`src/rtl/rpps_pkg.sv`:
```
package rpps_pkg;

	// Sequencer phases, as reported on the phase output
	typedef enum logic [1:0] {
		PH_IDLE    = 2'd0,
		PH_RELAY   = 2'd1,
		PH_WAIT    = 2'd2,
		PH_CAPTURE = 2'd3
	} phase_t;

	// Configuration register indexes
	localparam int CFG_IDX_BITS = 3;
	localparam int CFG_DATA_BITS = 16;
	localparam logic [CFG_IDX_BITS-1:0] REG_RELAY_MS      = 3'd0;
	localparam logic [CFG_IDX_BITS-1:0] REG_PHOTO_INTERVAL = 3'd1;
	localparam logic [CFG_IDX_BITS-1:0] REG_PHOTO_COUNT   = 3'd2;
	localparam logic [CFG_IDX_BITS-1:0] REG_PRESS_LOCKOUT = 3'd3;
	localparam logic [CFG_IDX_BITS-1:0] REG_SLOW_BLINK    = 3'd4;
	localparam logic [CFG_IDX_BITS-1:0] REG_FAST_BLINK    = 3'd5;

	// Register reset values
	localparam logic [15:0] RELAY_MS_RST       = 16'd2000;
	localparam logic [15:0] PHOTO_INTERVAL_RST = 16'd5000;
	localparam logic [7:0]  PHOTO_COUNT_RST    = 8'd4;
	localparam logic [15:0] PRESS_LOCKOUT_RST  = 16'd200;
	localparam logic [15:0] SLOW_BLINK_RST     = 16'd2000;
	localparam logic [15:0] FAST_BLINK_RST     = 16'd100;

	localparam logic [7:0] CAPTURES_MAX = 8'hFF;

	// Configuration seen by the sequencer core
	typedef struct packed {
		logic [15:0] relay_ms;
		logic [15:0] photo_interval_ms;
		logic [7:0]  photo_count;
		logic [15:0] press_lockout_ms;
		logic [15:0] slow_blink_ms;
		logic [15:0] fast_blink_ms;
	} cfg_t;

	// One result item
	typedef struct packed {
		logic        relay_on;
		logic        capture_pulse;
		logic [7:0]  capture_number;
		logic        report_on;
		logic        report_off;
		logic        trigger_ignored;
		logic        sequence_done;
		logic        status_led_lit;
		phase_t      phase;
	} res_t;

endpackage

```
`src/rtl/rpps_cfg.sv`:
```
module rpps_cfg (
	input  logic                                  clk,
	input  logic                                  arst_n,
	input  logic                                  cfg_we,
	input  logic [rpps_pkg::CFG_IDX_BITS-1:0]     cfg_index,
	input  logic [rpps_pkg::CFG_DATA_BITS-1:0]    cfg_data,
	output rpps_pkg::cfg_t                        cfg
);

	rpps_pkg::cfg_t cfg_q;

	// Register file, written without wait
	always_ff @(posedge clk or negedge arst_n) begin
		if (!arst_n) begin
			cfg_q.relay_ms          <= rpps_pkg::RELAY_MS_RST;
			cfg_q.photo_interval_ms <= rpps_pkg::PHOTO_INTERVAL_RST;
			cfg_q.photo_count       <= rpps_pkg::PHOTO_COUNT_RST;
			cfg_q.press_lockout_ms  <= rpps_pkg::PRESS_LOCKOUT_RST;
			cfg_q.slow_blink_ms     <= rpps_pkg::SLOW_BLINK_RST;
			cfg_q.fast_blink_ms     <= rpps_pkg::FAST_BLINK_RST;
		end else if (cfg_we) begin
			case (cfg_index)
				rpps_pkg::REG_RELAY_MS:       cfg_q.relay_ms          <= cfg_data;
				rpps_pkg::REG_PHOTO_INTERVAL: cfg_q.photo_interval_ms <= cfg_data;
				rpps_pkg::REG_PHOTO_COUNT:    cfg_q.photo_count       <= cfg_data[7:0];
				rpps_pkg::REG_PRESS_LOCKOUT:  cfg_q.press_lockout_ms  <= cfg_data;
				rpps_pkg::REG_SLOW_BLINK:     cfg_q.slow_blink_ms     <= cfg_data;
				rpps_pkg::REG_FAST_BLINK:     cfg_q.fast_blink_ms     <= cfg_data;
				default: ;
			endcase
		end
	end

	assign cfg = cfg_q;

endmodule

```
`src/rtl/rpps_core.sv`:
```
module rpps_core #(
	parameter int TIMER_BITS = 16
) (
	input  rpps_pkg::cfg_t          cfg,
	input  logic                    button_level,
	input  logic                    remote_trigger,
	input  logic                    link_up,
	input  rpps_pkg::phase_t        phase_cur,
	input  logic [TIMER_BITS-1:0]   elapsed_cur,
	input  logic [7:0]              captures_cur,
	input  logic                    prev_button_cur,
	input  logic [TIMER_BITS-1:0]   since_press_cur,
	input  logic [TIMER_BITS-1:0]   since_toggle_cur,
	input  logic                    led_cur,
	output rpps_pkg::phase_t        phase_nxt,
	output logic [TIMER_BITS-1:0]   elapsed_nxt,
	output logic [7:0]              captures_nxt,
	output logic                    prev_button_nxt,
	output logic [TIMER_BITS-1:0]   since_press_nxt,
	output logic [TIMER_BITS-1:0]   since_toggle_nxt,
	output logic                    led_nxt,
	output rpps_pkg::res_t          res
);

	localparam int CW = (TIMER_BITS > 16) ? TIMER_BITS : 16;
	localparam logic [TIMER_BITS-1:0] TMAX = {TIMER_BITS{1'b1}};

	// Limit clipped to the timer range
	function automatic logic [TIMER_BITS-1:0] clip(input logic [15:0] v);
		logic [CW-1:0] v_w;
		logic [CW-1:0] m_w;
		v_w = CW'(v);
		m_w = CW'(TMAX);
		return (v_w > m_w) ? TIMER_BITS'(m_w) : TIMER_BITS'(v_w);
	endfunction

	function automatic logic [TIMER_BITS-1:0] tinc(input logic [TIMER_BITS-1:0] t);
		return (t == TMAX) ? t : t + TIMER_BITS'(1);
	endfunction

	logic [TIMER_BITS-1:0] el_inc, sp_inc, st_inc, period;
	logic                  r_fire, b_trig, b_fire;
	rpps_pkg::phase_t      ph1, ph2;
	logic [TIMER_BITS-1:0] el2;
	logic [7:0]            cd2, cd_inc;

	// Timers first, then the LED
	always_comb begin
		el_inc = tinc(elapsed_cur);
		sp_inc = tinc(since_press_cur);
		st_inc = tinc(since_toggle_cur);
		period = clip(link_up ? cfg.slow_blink_ms : cfg.fast_blink_ms);
		if (st_inc >= period) begin
			since_toggle_nxt = '0;
			led_nxt = ~led_cur;
		end else begin
			since_toggle_nxt = st_inc;
			led_nxt = led_cur;
		end
	end

	// Triggers: remote strobe before button edge
	always_comb begin
		r_fire = link_up && remote_trigger && (phase_cur == rpps_pkg::PH_IDLE);
		ph1 = r_fire ? rpps_pkg::PH_RELAY : phase_cur;
		b_trig = link_up && !button_level && prev_button_cur &&
			(sp_inc > clip(cfg.press_lockout_ms));
		b_fire = b_trig && (ph1 == rpps_pkg::PH_IDLE);
		ph2 = b_fire ? rpps_pkg::PH_RELAY : ph1;
		el2 = (r_fire || b_fire) ? '0 : el_inc;
		cd2 = (r_fire || b_fire) ? 8'd0 : captures_cur;
		since_press_nxt = b_trig ? '0 : sp_inc;
		prev_button_nxt = link_up ? button_level : prev_button_cur;
	end

	// One sequencer step, frozen while the link is down
	always_comb begin
		phase_nxt = ph2;
		elapsed_nxt = el2;
		captures_nxt = cd2;
		cd_inc = (cd2 < rpps_pkg::CAPTURES_MAX) ? cd2 + 8'd1 : cd2;
		res = '0;
		res.report_on = r_fire || b_fire;
		res.trigger_ignored = (link_up && remote_trigger && !r_fire) || (b_trig && !b_fire);
		if (link_up) begin
			case (ph2)
				rpps_pkg::PH_RELAY: begin
					if (el2 >= clip(cfg.relay_ms)) begin
						res.report_off = 1'b1;
						phase_nxt = rpps_pkg::PH_WAIT;
						elapsed_nxt = clip(cfg.photo_interval_ms);
						captures_nxt = 8'd0;
					end
				end
				rpps_pkg::PH_WAIT: begin
					if (el2 >= clip(cfg.photo_interval_ms)) begin
						phase_nxt = rpps_pkg::PH_CAPTURE;
						elapsed_nxt = '0;
					end
				end
				rpps_pkg::PH_CAPTURE: begin
					res.capture_pulse = 1'b1;
					res.capture_number = cd2;
					captures_nxt = cd_inc;
					if (cd_inc >= cfg.photo_count) begin
						phase_nxt = rpps_pkg::PH_IDLE;
						res.sequence_done = 1'b1;
					end else begin
						phase_nxt = rpps_pkg::PH_WAIT;
						elapsed_nxt = '0;
					end
				end
				default: ;
			endcase
		end
		res.relay_on = (phase_nxt == rpps_pkg::PH_RELAY);
		res.phase = phase_nxt;
		res.status_led_lit = led_nxt;
	end

endmodule

```
`src/rtl/relay_pulse_photo_sequencer.sv`:
```
// Relay pulse and photo capture sequencer, one tick per transaction.
// Results go from the input register through the one-step state update to the result register.
// Throughput: 1 tick per cycle unless out_ready stalls the result register; that update sets it.
// Reset (arst_n low, asynchronous): idle phase, timers zero, button released, LED unlit,
// configuration at its reset values, both pipeline stages empty.
module relay_pulse_photo_sequencer #(
	parameter int TIMER_BITS = 16
) (
	input  logic                                clk,
	input  logic                                arst_n,
	input  logic                                cfg_we,
	input  logic [rpps_pkg::CFG_IDX_BITS-1:0]   cfg_index,
	input  logic [rpps_pkg::CFG_DATA_BITS-1:0]  cfg_data,
	input  logic                                in_valid,
	output logic                                in_ready,
	input  logic                                button_level,
	input  logic                                remote_trigger,
	input  logic                                link_up,
	output logic                                out_valid,
	input  logic                                out_ready,
	output logic                                relay_on,
	output logic                                capture_pulse,
	output logic [7:0]                          capture_number,
	output logic                                report_on,
	output logic                                report_off,
	output logic                                trigger_ignored,
	output logic                                sequence_done,
	output logic                                status_led_lit,
	output logic [1:0]                          phase
);

	rpps_pkg::cfg_t cfg;

	logic valid_s1, btn_s1, rem_s1, link_s1;
	logic valid_s2;
	rpps_pkg::res_t res_s2;

	rpps_pkg::phase_t      phase_q, phase_d;
	logic [TIMER_BITS-1:0] elapsed_q, elapsed_d;
	logic [7:0]            captures_q, captures_d;
	logic                  prev_button_q, prev_button_d;
	logic [TIMER_BITS-1:0] since_press_q, since_press_d;
	logic [TIMER_BITS-1:0] since_toggle_q, since_toggle_d;
	logic                  led_q, led_d;
	rpps_pkg::res_t        res_d;

	logic advance;

	rpps_cfg u_cfg (
		.clk       (clk),
		.arst_n    (arst_n),
		.cfg_we    (cfg_we),
		.cfg_index (cfg_index),
		.cfg_data  (cfg_data),
		.cfg       (cfg)
	);

	rpps_core #(.TIMER_BITS(TIMER_BITS)) u_core (
		.cfg              (cfg),
		.button_level     (btn_s1),
		.remote_trigger   (rem_s1),
		.link_up          (link_s1),
		.phase_cur        (phase_q),
		.elapsed_cur      (elapsed_q),
		.captures_cur     (captures_q),
		.prev_button_cur  (prev_button_q),
		.since_press_cur  (since_press_q),
		.since_toggle_cur (since_toggle_q),
		.led_cur          (led_q),
		.phase_nxt        (phase_d),
		.elapsed_nxt      (elapsed_d),
		.captures_nxt     (captures_d),
		.prev_button_nxt  (prev_button_d),
		.since_press_nxt  (since_press_d),
		.since_toggle_nxt (since_toggle_d),
		.led_nxt          (led_d),
		.res              (res_d)
	);

	// Stage 1 moves on when the result register is free or being drained
	assign advance  = valid_s1 && (!valid_s2 || out_ready);
	assign in_ready = !valid_s1 || advance;

	// Input register
	always_ff @(posedge clk or negedge arst_n) begin
		if (!arst_n) begin
			valid_s1 <= 1'b0;
		end else if (in_ready) begin
			valid_s1 <= in_valid;
		end
	end

	always_ff @(posedge clk) begin
		if (in_valid && in_ready) begin
			btn_s1  <= button_level;
			rem_s1  <= remote_trigger;
			link_s1 <= link_up;
		end
	end

	// Sequencer state, updated once per tick
	always_ff @(posedge clk or negedge arst_n) begin
		if (!arst_n) begin
			phase_q        <= rpps_pkg::PH_IDLE;
			elapsed_q      <= '0;
			captures_q     <= 8'd0;
			prev_button_q  <= 1'b1;
			since_press_q  <= '0;
			since_toggle_q <= '0;
			led_q          <= 1'b0;
		end else if (advance) begin
			phase_q        <= phase_d;
			elapsed_q      <= elapsed_d;
			captures_q     <= captures_d;
			prev_button_q  <= prev_button_d;
			since_press_q  <= since_press_d;
			since_toggle_q <= since_toggle_d;
			led_q          <= led_d;
		end
	end

	// Result register
	always_ff @(posedge clk or negedge arst_n) begin
		if (!arst_n) begin
			valid_s2 <= 1'b0;
		end else if (advance) begin
			valid_s2 <= 1'b1;
		end else if (out_ready) begin
			valid_s2 <= 1'b0;
		end
	end

	always_ff @(posedge clk) begin
		if (advance) begin
			res_s2 <= res_d;
		end
	end

	assign out_valid       = valid_s2;
	assign relay_on        = res_s2.relay_on;
	assign capture_pulse   = res_s2.capture_pulse;
	assign capture_number  = res_s2.capture_number;
	assign report_on       = res_s2.report_on;
	assign report_off      = res_s2.report_off;
	assign trigger_ignored = res_s2.trigger_ignored;
	assign sequence_done   = res_s2.sequence_done;
	assign status_led_lit  = res_s2.status_led_lit;
	assign phase           = res_s2.phase;

endmodule

```
`config.mk`:
```
export PLATFORM = sky130hd
export DESIGN_NAME = relay_pulse_photo_sequencer
export DESIGN_NICKNAME = d
export VERILOG_FILES = /design/src/rtl/rpps_pkg.sv /design/src/rtl/rpps_cfg.sv /design/src/rtl/rpps_core.sv /design/src/rtl/relay_pulse_photo_sequencer.sv
export SDC_FILE = /design/constraint.sdc
export NUM_CORES = 1
export LEC_CHECK = 0
export BUFFER_PORTS_ARGS = -buffer_cell sky130_fd_sc_hd__buf_2
export CAP_MARGIN = 10
export CORE_ASPECT_RATIO = 2
export CORE_UTILIZATION = 67
export DETAILED_ROUTE_END_ITERATION = 10
export PLACE_DENSITY = 0.88
export SYNTH_ARGS = -nofsm -noshare
export SYNTH_HDL_FRONTEND = slang
export SYNTH_SLANG_ARGS = --single-unit
```
`constraint.sdc`:
```
create_clock -name clk -period 17.2 [get_ports clk]
set_input_delay 1.72 -clock clk [delete_from_list [all_inputs] [get_ports clk]]
set_output_delay 1.72 -clock clk [all_outputs]
set_load 0.01 [all_outputs]
```
==> results of run 1 <==
placed cells by master, fill, tap and decap left out, drive strengths merged, types with 15 or more instances in the layout:
master	count
inv	83
xor2	16
o221ai	16
a22o	20
mux2	59
buf	53
xnor2	22
nand4	15
o21ai	78
nand2	128
clkbuf	21
dfstp	25
nor3	18
dfrtp	125
edfxtp	20
ha	76
nand3	31
nor2	40
a21oi	27
a21o	16
mux2i	18
metal layers:
layer	vias up	global-route usage, %
li1	3578	-
met1	3789	38.15
met2	305	60.05
met4	0	20.01
met5	-	0
met3	112	5.793
metrics by stage:
stage	setup slack (ns)	power, mW	area, µm²	instances
6_report	9.305	1.332	10910	1229
5_1_grt	8.793	1.399	10910	1229
3_5_place_dp	9.451	0.9262	10300	1197
2_1_floorplan	10.84	0.8127	9903	987
4_1_cts	9.364	1.330	10910	1229
3_3_place_gp	9.669	0.8996	10300	1197
state kept, by name, indices dropped and copies added (netlist names), 2 cells and up:
signal,cells
captures_q,8
since_toggle_q,16
since_press_q,16
phase,2
elapsed_q,16
phase_q,2
u_cfg.cfg,88
capture_number,8
logic make-up (layout without fill, tap and decap cells):
| logic type | count (synthesis) | count (layout) |
|---|---|---|
| flip-flops | 170 | 170 |
| AO/OA/AOI/OAI | 204 | 204 |
| XOR/XNOR | 38 | 38 |
| adder cells (fa/ha/maj) | 77 | 77 |
| buffers and inverters | 115 | 165 |
| multiplexers | 77 | 77 |
| AND/OR/NAND/NOR | 306 | 306 |
critical path: cells and delay by family, from the launching register on:
family          cells  cell delay (ns)
xor+xnor            1             0.18
buf+inv             1             0.12
simple gates       13             2.92
flops               1             0.42
mux                 1             0.37
compound gates      9             2.86
fa+ha+maj           4             0.82
path summary, 6_finish.rpt:
path / start / to / slack [ns] / cells after the start
min in group asynchronous: arst_n / since_press_q[7] / 1.33 / 1
min: valid_s1 / out_valid / 0.50 / 1
max: since_press_q[0] / elapsed_q[1] / 9.30 / 29
min reg2reg: valid_s1 / out_valid / 0.50 / 1
max reg2reg: since_press_q[0] / elapsed_q[1] / 9.30 / 29
max in group asynchronous: arst_n / u_cfg.cfg[67] / 14.55 / 2
report_power, final:
group	internal, mW	total [mW]	switching [mW]
Sequential	0.494	0.555	0.0615
Combinational	0.160	0.380	0.219
Clock	0.231	0.398	0.166
layout make-up:
cell class	count	area, µm²
well taps	192	240.2
clock inverters	11	133.9
repair buffers	53	291.5
fillers	976	3517
clock buffers	21	480.5
flip-flops and latches	170	4385
inverters	80	300.3
multi-input cells	702	5080
==> impl_metrics.env, run 1 <==
export IMPL_fin_crit_sh_pct=45.90
export IMPL_synth_seq_area_share_pct=44.28
export IMPL_finalMaxSlewViolations=0
export IMPL_clkLatencyLatePin_ns=0.44
export IMPL_drive_gt1_share_pct=19.29
export IMPL_yosysMostFrequentCell="nand2_1"
export IMPL_async_flop_share_pct=88.24
export IMPL_crit_path_end_kind="register"
export IMPL_final_setup_tns_ns=0
export IMPL_synthCells=987
export IMPL_synth_area_leaders="dfrtp_1, ha_1, mux2_2"
export IMPL_die_area_mm2=0.01530
export IMPL_clkSinkCount=170
export IMPL_critPathMaxFanout=16
export IMPL_cts_max_level=4
export IMPL_synth_top_area_share_pct=31.59
export IMPL_yosys_top_cells_count="nand2_1, dfrtp_1, inv_1"
export IMPL_synth_xor_area_share_pct=3.361
export IMPL_worst_pin_slew_ns=1.008
export IMPL_cp_common_cell="ha_1"
export IMPL_synth_compound_area_share_pct=14.52
export IMPL_cts_hold_buf=0
export IMPL_max_slew_margin_pct=32.77
export IMPL_num_antenna_cells=0
export IMPL_critPathKind="reg -> reg"
export IMPL_grt_pass1_vias=7960
export IMPL_grt_start_max_net_pins=88
export IMPL_dieWidth_um=87.97
export IMPL_synth_edf_count=20
export IMPL_hold_viol_final=0
export IMPL_status="completed"
export IMPL_min_period_ns=7.895
export IMPL_cts_setup_buffers=0
export IMPL_rows=62
export IMPL_wl_met2_um=13190
export IMPL_drc_errors=0
export IMPL_cts_buffer_depth=2
export IMPL_synth_cell_types=71
export IMPL_syn_area_mm2=0.009903
export IMPL_wirelength_um=24600
export IMPL_drt_pass1_iter_count=5
export IMPL_rsz0062_at_grt="no"
export IMPL_routedLengthMet1_um=8711
export IMPL_whs_ns=0.4952
export IMPL_synth_top_family_by_area="simple AND/OR/NAND/NOR gates"
export IMPL_yosys_warnings=0
export IMPL_grt_usage_pct=34.39
export IMPL_numCtsBuffers=17
export IMPL_start_util_pct=68.64
export IMPL_cts_clk_slew_worst_paths_ns=0.06
export IMPL_arrival_ns=8.16
export IMPL_grt_first_pass_wirelength_um=39500
export IMPL_start_kind="register"
export IMPL_crit_path_max_incr_delay_ns=0.91
export IMPL_synth_simple_area_share_pct=15.03
export IMPL_via_per_inst=6.334
export IMPL_slowest_stage="o31ai_4"
export IMPL_power_density_mw_per_mm2=122.1
export IMPL_wl_met3_um=1215
export IMPL_irDropWorstVdd_uv=95.94
export IMPL_finalNetCount=1127
export IMPL_die_h_um=173.9
export IMPL_setup_violations=0
export IMPL_io_buffers=45
export IMPL_grt_ovfl_total=0
export IMPL_ios=46
export IMPL_drt_iter0_drc=552
export IMPL_area_delta_synth_final_pct=10.18
export IMPL_hp_class="reg -> reg"
export IMPL_wl_per_cell_um=20.01
export IMPL_cp_required_ns=17.46
export IMPL_core_mm2=0.01443
export IMPL_synth_adder_area_share_pct=9.703
export IMPL_detail_route_antenna_nets=0
export IMPL_ctsResizeCount=0
export IMPL_synth_main_ff_cell="dfrtp_1"
export IMPL_antenna_found_initial=0
export IMPL_fin_skew_ns=0.01123
export IMPL_muxShareOfSynthArea_pct=8.528
export IMPL_cts_root_buf="clkbuf_16"
export IMPL_ys_seq_elements=170
export IMPL_finish_utilization_pct=75.62
export IMPL_top_layer="met4"
export IMPL_vias=7784
export IMPL_fmax_mhz=126.7
export IMPL_cts_tree="done"
export IMPL_p_leak_nw=5.092
export IMPL_synth_nets=1090
export IMPL_dpl_hpwl_um=17080
export IMPL_syn_mean_instance_area_um2=10.03
export IMPL_synth_top_area_cell="dfrtp_1"
export IMPL_maxCapViolCount=0
export IMPL_place_congestion=0.9279
Power figures use the tool's default switching activity.
==> inputs of run 2 (changes only) <==
--- a/config.mk
+++ b/config.mk
@@ -8,9 +8,9 @@
 export BUFFER_PORTS_ARGS = -buffer_cell sky130_fd_sc_hd__buf_2
 export CAP_MARGIN = 10
 export CORE_ASPECT_RATIO = 2
-export CORE_UTILIZATION = 67
+export CORE_UTILIZATION = 62
 export DETAILED_ROUTE_END_ITERATION = 10
-export PLACE_DENSITY = 0.88
+export PLACE_DENSITY = 0.82
 export SYNTH_ARGS = -nofsm -noshare
 export SYNTH_HDL_FRONTEND = slang
 export SYNTH_SLANG_ARGS = --single-unit
==> constraint.sdc (replaced) <==
create_clock -name clk -period 8.05 [get_ports clk]
set_input_delay 0.805 -clock clk [delete_from_list [all_inputs] [get_ports clk]]
set_output_delay 0.805 -clock clk [all_outputs]
set_load 0.01 [all_outputs]
==> impl_metrics.env, run 2 (synthesis results as in run 1) <==
export IMPL_cp_required_ns=8.31
export IMPL_cp_common_cell="ha_1"
export IMPL_violations="design-rule violations"
export IMPL_maxCapViolCount=0
export IMPL_antenna_found_initial=0
export IMPL_setup_violations=0
export IMPL_place_inst=1208
export IMPL_hp_class="in -> async"
export IMPL_vias=7721
export IMPL_drt_iter0_drc=554
export IMPL_place_congestion=0.9095
export IMPL_crit_path_end_kind="register"
export IMPL_fmax_mhz=135.4
export IMPL_largest_register_ffs=88
export IMPL_cts_tree="done"
export IMPL_grt_pass1_vias=8174
export IMPL_die_area_mm2=0.01651
export IMPL_numCtsBuffers=17
export IMPL_cts_root_buf="clkbuf_16"
export IMPL_mostFrequentLayoutCell="nand2_1"
export IMPL_arrival_ns=7.64
export IMPL_critPathMaxFanout=16
export IMPL_fin_cells=1240
export IMPL_dieWidth_um=91.37
export IMPL_worst_pin_slew_ns=0.9671
export IMPL_slowest_stage="or3_1"
export IMPL_die_h_um=180.7
export IMPL_min_period_ns=7.383
export IMPL_dpl_hpwl_um=17210
export IMPL_cts_buffer_depth=2
export IMPL_clkLatencyLatePin_ns=0.43
export IMPL_grt_ovfl_total=0
export IMPL_hold_viol_final=0
export IMPL_p_leak_nw=5.109
export IMPL_final_setup_tns_ns=0
export IMPL_fin_crit_sh_pct=91.72
export IMPL_via_per_inst=6.227
export IMPL_power_density_mw_per_mm2=260.2
export IMPL_io_buffers=45
export IMPL_wirelength_um=24410
export IMPL_fin_skew_ns=0.009055
export IMPL_area_delta_synth_final_pct=10.51
export IMPL_whs_ns=0.4416
export IMPL_rows=65
export IMPL_status="complete, but fails checks"
export IMPL_drt_pass1_iter_count=8
export IMPL_cts_setup_buffers=0
export IMPL_cts_clk_slew_worst_paths_ns=0.07
export IMPL_detail_route_antenna_nets=0
export IMPL_grt_usage_pct=31.27
export IMPL_clkSinkCount=170
export IMPL_start_kind="register"
export IMPL_irDropWorstVdd_uv=175.8
export IMPL_finalNetCount=1129
export IMPL_layout_common_cells="nand2_1, dfrtp_1, inv_1"
export IMPL_drc_errors=2
export IMPL_critPathKind="reg -> reg"
export IMPL_core_mm2=0.01570
export IMPL_drive_gt1_share_pct=19.35
export IMPL_ctsResizeCount=0
export IMPL_cts_hold_buf=0
export IMPL_rsz0062_at_grt="no"
export IMPL_crit_path_max_incr_delay_ns=0.59
export IMPL_finalMaxSlewViolations=0
export IMPL_grt_start_max_net_pins=85
export IMPL_grt_first_pass_wirelength_um=39840
export IMPL_cts_max_level=4
export IMPL_start_util_pct=63.09
export IMPL_ios=46
export IMPL_num_antenna_cells=0
export IMPL_max_slew_margin_pct=35.18
export IMPL_wl_per_cell_um=19.68
-- run 2: area by class of cell --
| cell class | instances | area, µm² |
|---|---|---|
| repair buffers | 55 | 306.5 |
| multi-input cells | 702 | 5080 |
| fillers | 1141 | 4752 |
| clock buffers | 21 | 493.0 |
| well taps | 201 | 251.5 |
| clock inverters | 11 | 127.6 |
| flip-flops and latches | 170 | 4385 |
| inverters | 80 | 300.3 |
-- run 2: worst paths after layout --
kind                       depth (start not counted)            endpoint             start  slack [ns]
max in group asynchronous                          2        u_cfg.cfg[4]            arst_n        6.23
hold / removal                                     1  since_toggle_q[14]            arst_n        0.44
setup reg to reg                                  30        elapsed_q[5]  since_press_q[0]        0.67
min in group clk                                   1           out_valid          valid_s1        0.48
setup / recovery                                  30        elapsed_q[5]  since_press_q[0]        0.67
hold reg to reg                                    1           out_valid          valid_s1        0.48
-- run 2: worst max-delay path, delay by kind of cell (launching register included) --
family          cells  cell delay, ns
compound gates     10            1.93
xor+xnor            1            0.15
fa+ha+maj           4            0.86
buf+inv             3            0.67
flops               1            0.43
mux                 1            0.37
simple gates       11            2.79
-- run 2: where the power goes --
part / switching, mW / total [mW] / internal [mW]
combinational: 0.463 / 0.807 / 0.344
clock: 0.354 / 0.861 / 0.507
sequential: 0.125 / 1.18 / 1.05
total: 0.942 / 2.85 / 1.91
-- run 2: per-stage QoR --
| stage | area [µm²] | utilization [%] | total power, mW | setup slack (ns) |
|---|---|---|---|---|
| after global placement | 10320 | 65.77 | 1.941 | 1.104 |
| after detailed placement | 10320 | 65.77 | 1.981 | 0.9138 |
| final | 10940 | 69.73 | 2.848 | 0.6666 |
| after floorplan | 9903 | - | 1.736 | 1.689 |
| after global routing | 10940 | 69.73 | 3.002 | 0.1458 |
| after CTS | 10940 | 69.73 | 2.852 | 0.7821 |
-- run 2: per-layer routing --
layer	GRT usage (%)	wire [µm]	part of all wire (%)
met5	0	0	0
met4	19.30	1354	5.5
met3	4.630	906	3.7
met2	57.82	13440	55
met1	32.60	8710	36
==> inputs of run 3 (changes only) <==
--- a/config.mk
+++ b/config.mk
@@ -7,10 +7,11 @@
 export LEC_CHECK = 0
 export BUFFER_PORTS_ARGS = -buffer_cell sky130_fd_sc_hd__buf_2
 export CAP_MARGIN = 10
-export CORE_ASPECT_RATIO = 2
+export CORE_ASPECT_RATIO = 0.5
 export CORE_UTILIZATION = 62
 export DETAILED_ROUTE_END_ITERATION = 10
 export PLACE_DENSITY = 0.82
+export SLEW_MARGIN = 20
 export SYNTH_ARGS = -nofsm -noshare
 export SYNTH_HDL_FRONTEND = slang
 export SYNTH_SLANG_ARGS = --single-unit
==> impl_metrics.env, run 3 (synthesis results as in run 1) <==
export IMPL_die_area_mm2=0.01651
export IMPL_gr_max_usage_layer="met2"
export IMPL_r2r_end="elapsed_q[2]"
export IMPL_start_util_pct=63.91
export IMPL_ff2ff_setup_slack_ns=0.58
export IMPL_drc_errors=0
export IMPL_crit_path_max_incr_delay_ns=0.60
export IMPL_detail_route_antenna_nets=0
export IMPL_fin_crit_sh_pct=92.77
export IMPL_drive_gt1_share_pct=19.35
export IMPL_fin_skew_ns=0.01156
export IMPL_die_h_um=91.37
export IMPL_clkSinkCount=170
export IMPL_dpl_hpwl_um=16580
export IMPL_ctsResizeCount=0
export IMPL_rsz0062_at_grt="no"
export IMPL_internal_power_mw=1.866
export IMPL_path_buf_inv=2
export IMPL_wirelength_um=23910
export IMPL_irDropWorstVdd_uv=194.3
export IMPL_num_antenna_cells=0
export IMPL_grt_pass1_vias=7745
export IMPL_seqPwrFrac_pct=41.6
export IMPL_grt_use_met2_pct=49.61
export IMPL_place_inst=1211
export IMPL_setup_violations=0
export IMPL_swShare_pct=34.16
export IMPL_whs_ns=0.4383
export IMPL_cts_setup_buffers=0
export IMPL_numCtsBuffers=17
export IMPL_fin_cells=1243
export IMPL_dieWidth_um=180.7
export IMPL_mostFrequentLayoutCell="nand2_1"
export IMPL_status="completed"
export IMPL_critPathKind="reg -> reg"
export IMPL_reg2reg_from="since_press_q[0]"
export IMPL_worst_path_stages=29
export IMPL_critPathMaxFanout=16
export IMPL_arrival_ns=7.74
export IMPL_p_leak_nw=5.090
export IMPL_finalMaxSlewViolations=0
export IMPL_min_period_ns=7.468
export IMPL_place_congestion=0.9037
export IMPL_cts_hold_buf=0
export IMPL_grt_ovfl_total=0
export IMPL_cts_clk_slew_worst_paths_ns=0.07
export IMPL_layout_common_cells="nand2_1, dfrtp_1, inv_1"
export IMPL_slowest_stage="or3_1"
export IMPL_grt_start_max_net_pins=94
export IMPL_cpLargestDelayFamily="simple AND/OR/NAND/NOR gates"
export IMPL_cts_root_buf="clkbuf_16"
export IMPL_ios=46
export IMPL_grt_first_pass_wirelength_um=39030
export IMPL_cts_tree="done"
export IMPL_largest_register_ffs=88
export IMPL_power_density_mw_per_mm2=259.5
export IMPL_p_sw_uw=968.1
export IMPL_cp_required_ns=8.33
export IMPL_drt_iter0_drc=527
export IMPL_grt_use_met1_pct=40.40
export IMPL_final_setup_tns_ns=0
export IMPL_fmax_mhz=133.9
export IMPL_rows=32
export IMPL_crit_path_end_kind="register"
export IMPL_antenna_found_initial=1
export IMPL_drt_pass1_iter_count=5
export IMPL_cts_buffer_depth=2
export IMPL_worst_pin_slew_ns=0.9958
export IMPL_cts_max_level=4
export IMPL_start_kind="register"
export IMPL_clockPowerShare_pct=29.6
export IMPL_io_buffers=45
export IMPL_max_slew_margin_pct=33.26
export IMPL_totalPowerFinal_mw=2.834
export IMPL_grt_usage_pct=30.69
export IMPL_core_mm2=0.01549
export IMPL_wl_per_cell_um=19.24
export IMPL_finalNetCount=1129
export IMPL_clkLatencyLatePin_ns=0.44
export IMPL_hold_viol_final=0
export IMPL_vias=7724
export IMPL_area_delta_synth_final_pct=10.27
export IMPL_r2r_cells=29
export IMPL_via_per_inst=6.214
export IMPL_pwr_share_comb_pct=28.8
export IMPL_maxCapViolCount=0
export IMPL_hp_class="in -> async"
export IMPL_cp_common_cell="ha_1"
export IMPL_use_met3_pct=6.338
## run 3: how the worst max path moves through the flow
stage                          endpoint              from  slack (ns)
after floorplan           elapsed_q[13]  since_press_q[0]        1.69
after global placement     elapsed_q[3]  since_press_q[0]        1.08
after detailed placement   elapsed_q[2]  since_press_q[0]        0.83
after CTS                  elapsed_q[4]  since_press_q[0]        0.70
after global routing       elapsed_q[2]  since_press_q[0]        0.11
final                      elapsed_q[2]  since_press_q[0]        0.58
## run 3: metrics by stage
step / worst slack [ns] / area [µm²] / util (%)
5_1_grt: 0.1081 / 10920 / 70.48
2_1_floorplan: 1.689 / 9903 / -
3_5_place_dp: 0.8255 / 10330 / 66.65
4_1_cts: 0.7004 / 10920 / 70.48
6_report: 0.5818 / 10920 / 70.48
3_3_place_gp: 1.084 / 10330 / 66.65
## run 3: power by group through the flow
stage               registers, mW  logic [mW]  clock network (mW)
global route                 1.20       0.917               0.880
floorplan                    1.16       0.581                   0
CTS                          1.18       0.811               0.844
global placement             1.18       0.745                   0
detailed placement           1.19       0.795                   0
finish                       1.18       0.816               0.839
## run 3: metal layers
metal	vias up	share of wire (%)	routed length (µm)
met5	-	0.054	13
met4	2	2.6	615
met3	65	7.3	1743
met2	303	47	11160
met1	3759	43	10380
li1	3595	-	-
## run 3: cell type report
| type | count | area [µm²] |
|---|---|---|
| timing repair buffer | 55 | 306.5 |
| fill | 1140 | 4574 |
| sequential | 170 | 4385 |
| inverter | 80 | 300.3 |
| clock inverter | 14 | 163.9 |
| tap | 204 | 255.2 |
| clock buffer | 18 | 429.2 |
| multi-input combinational | 702 | 5080 |
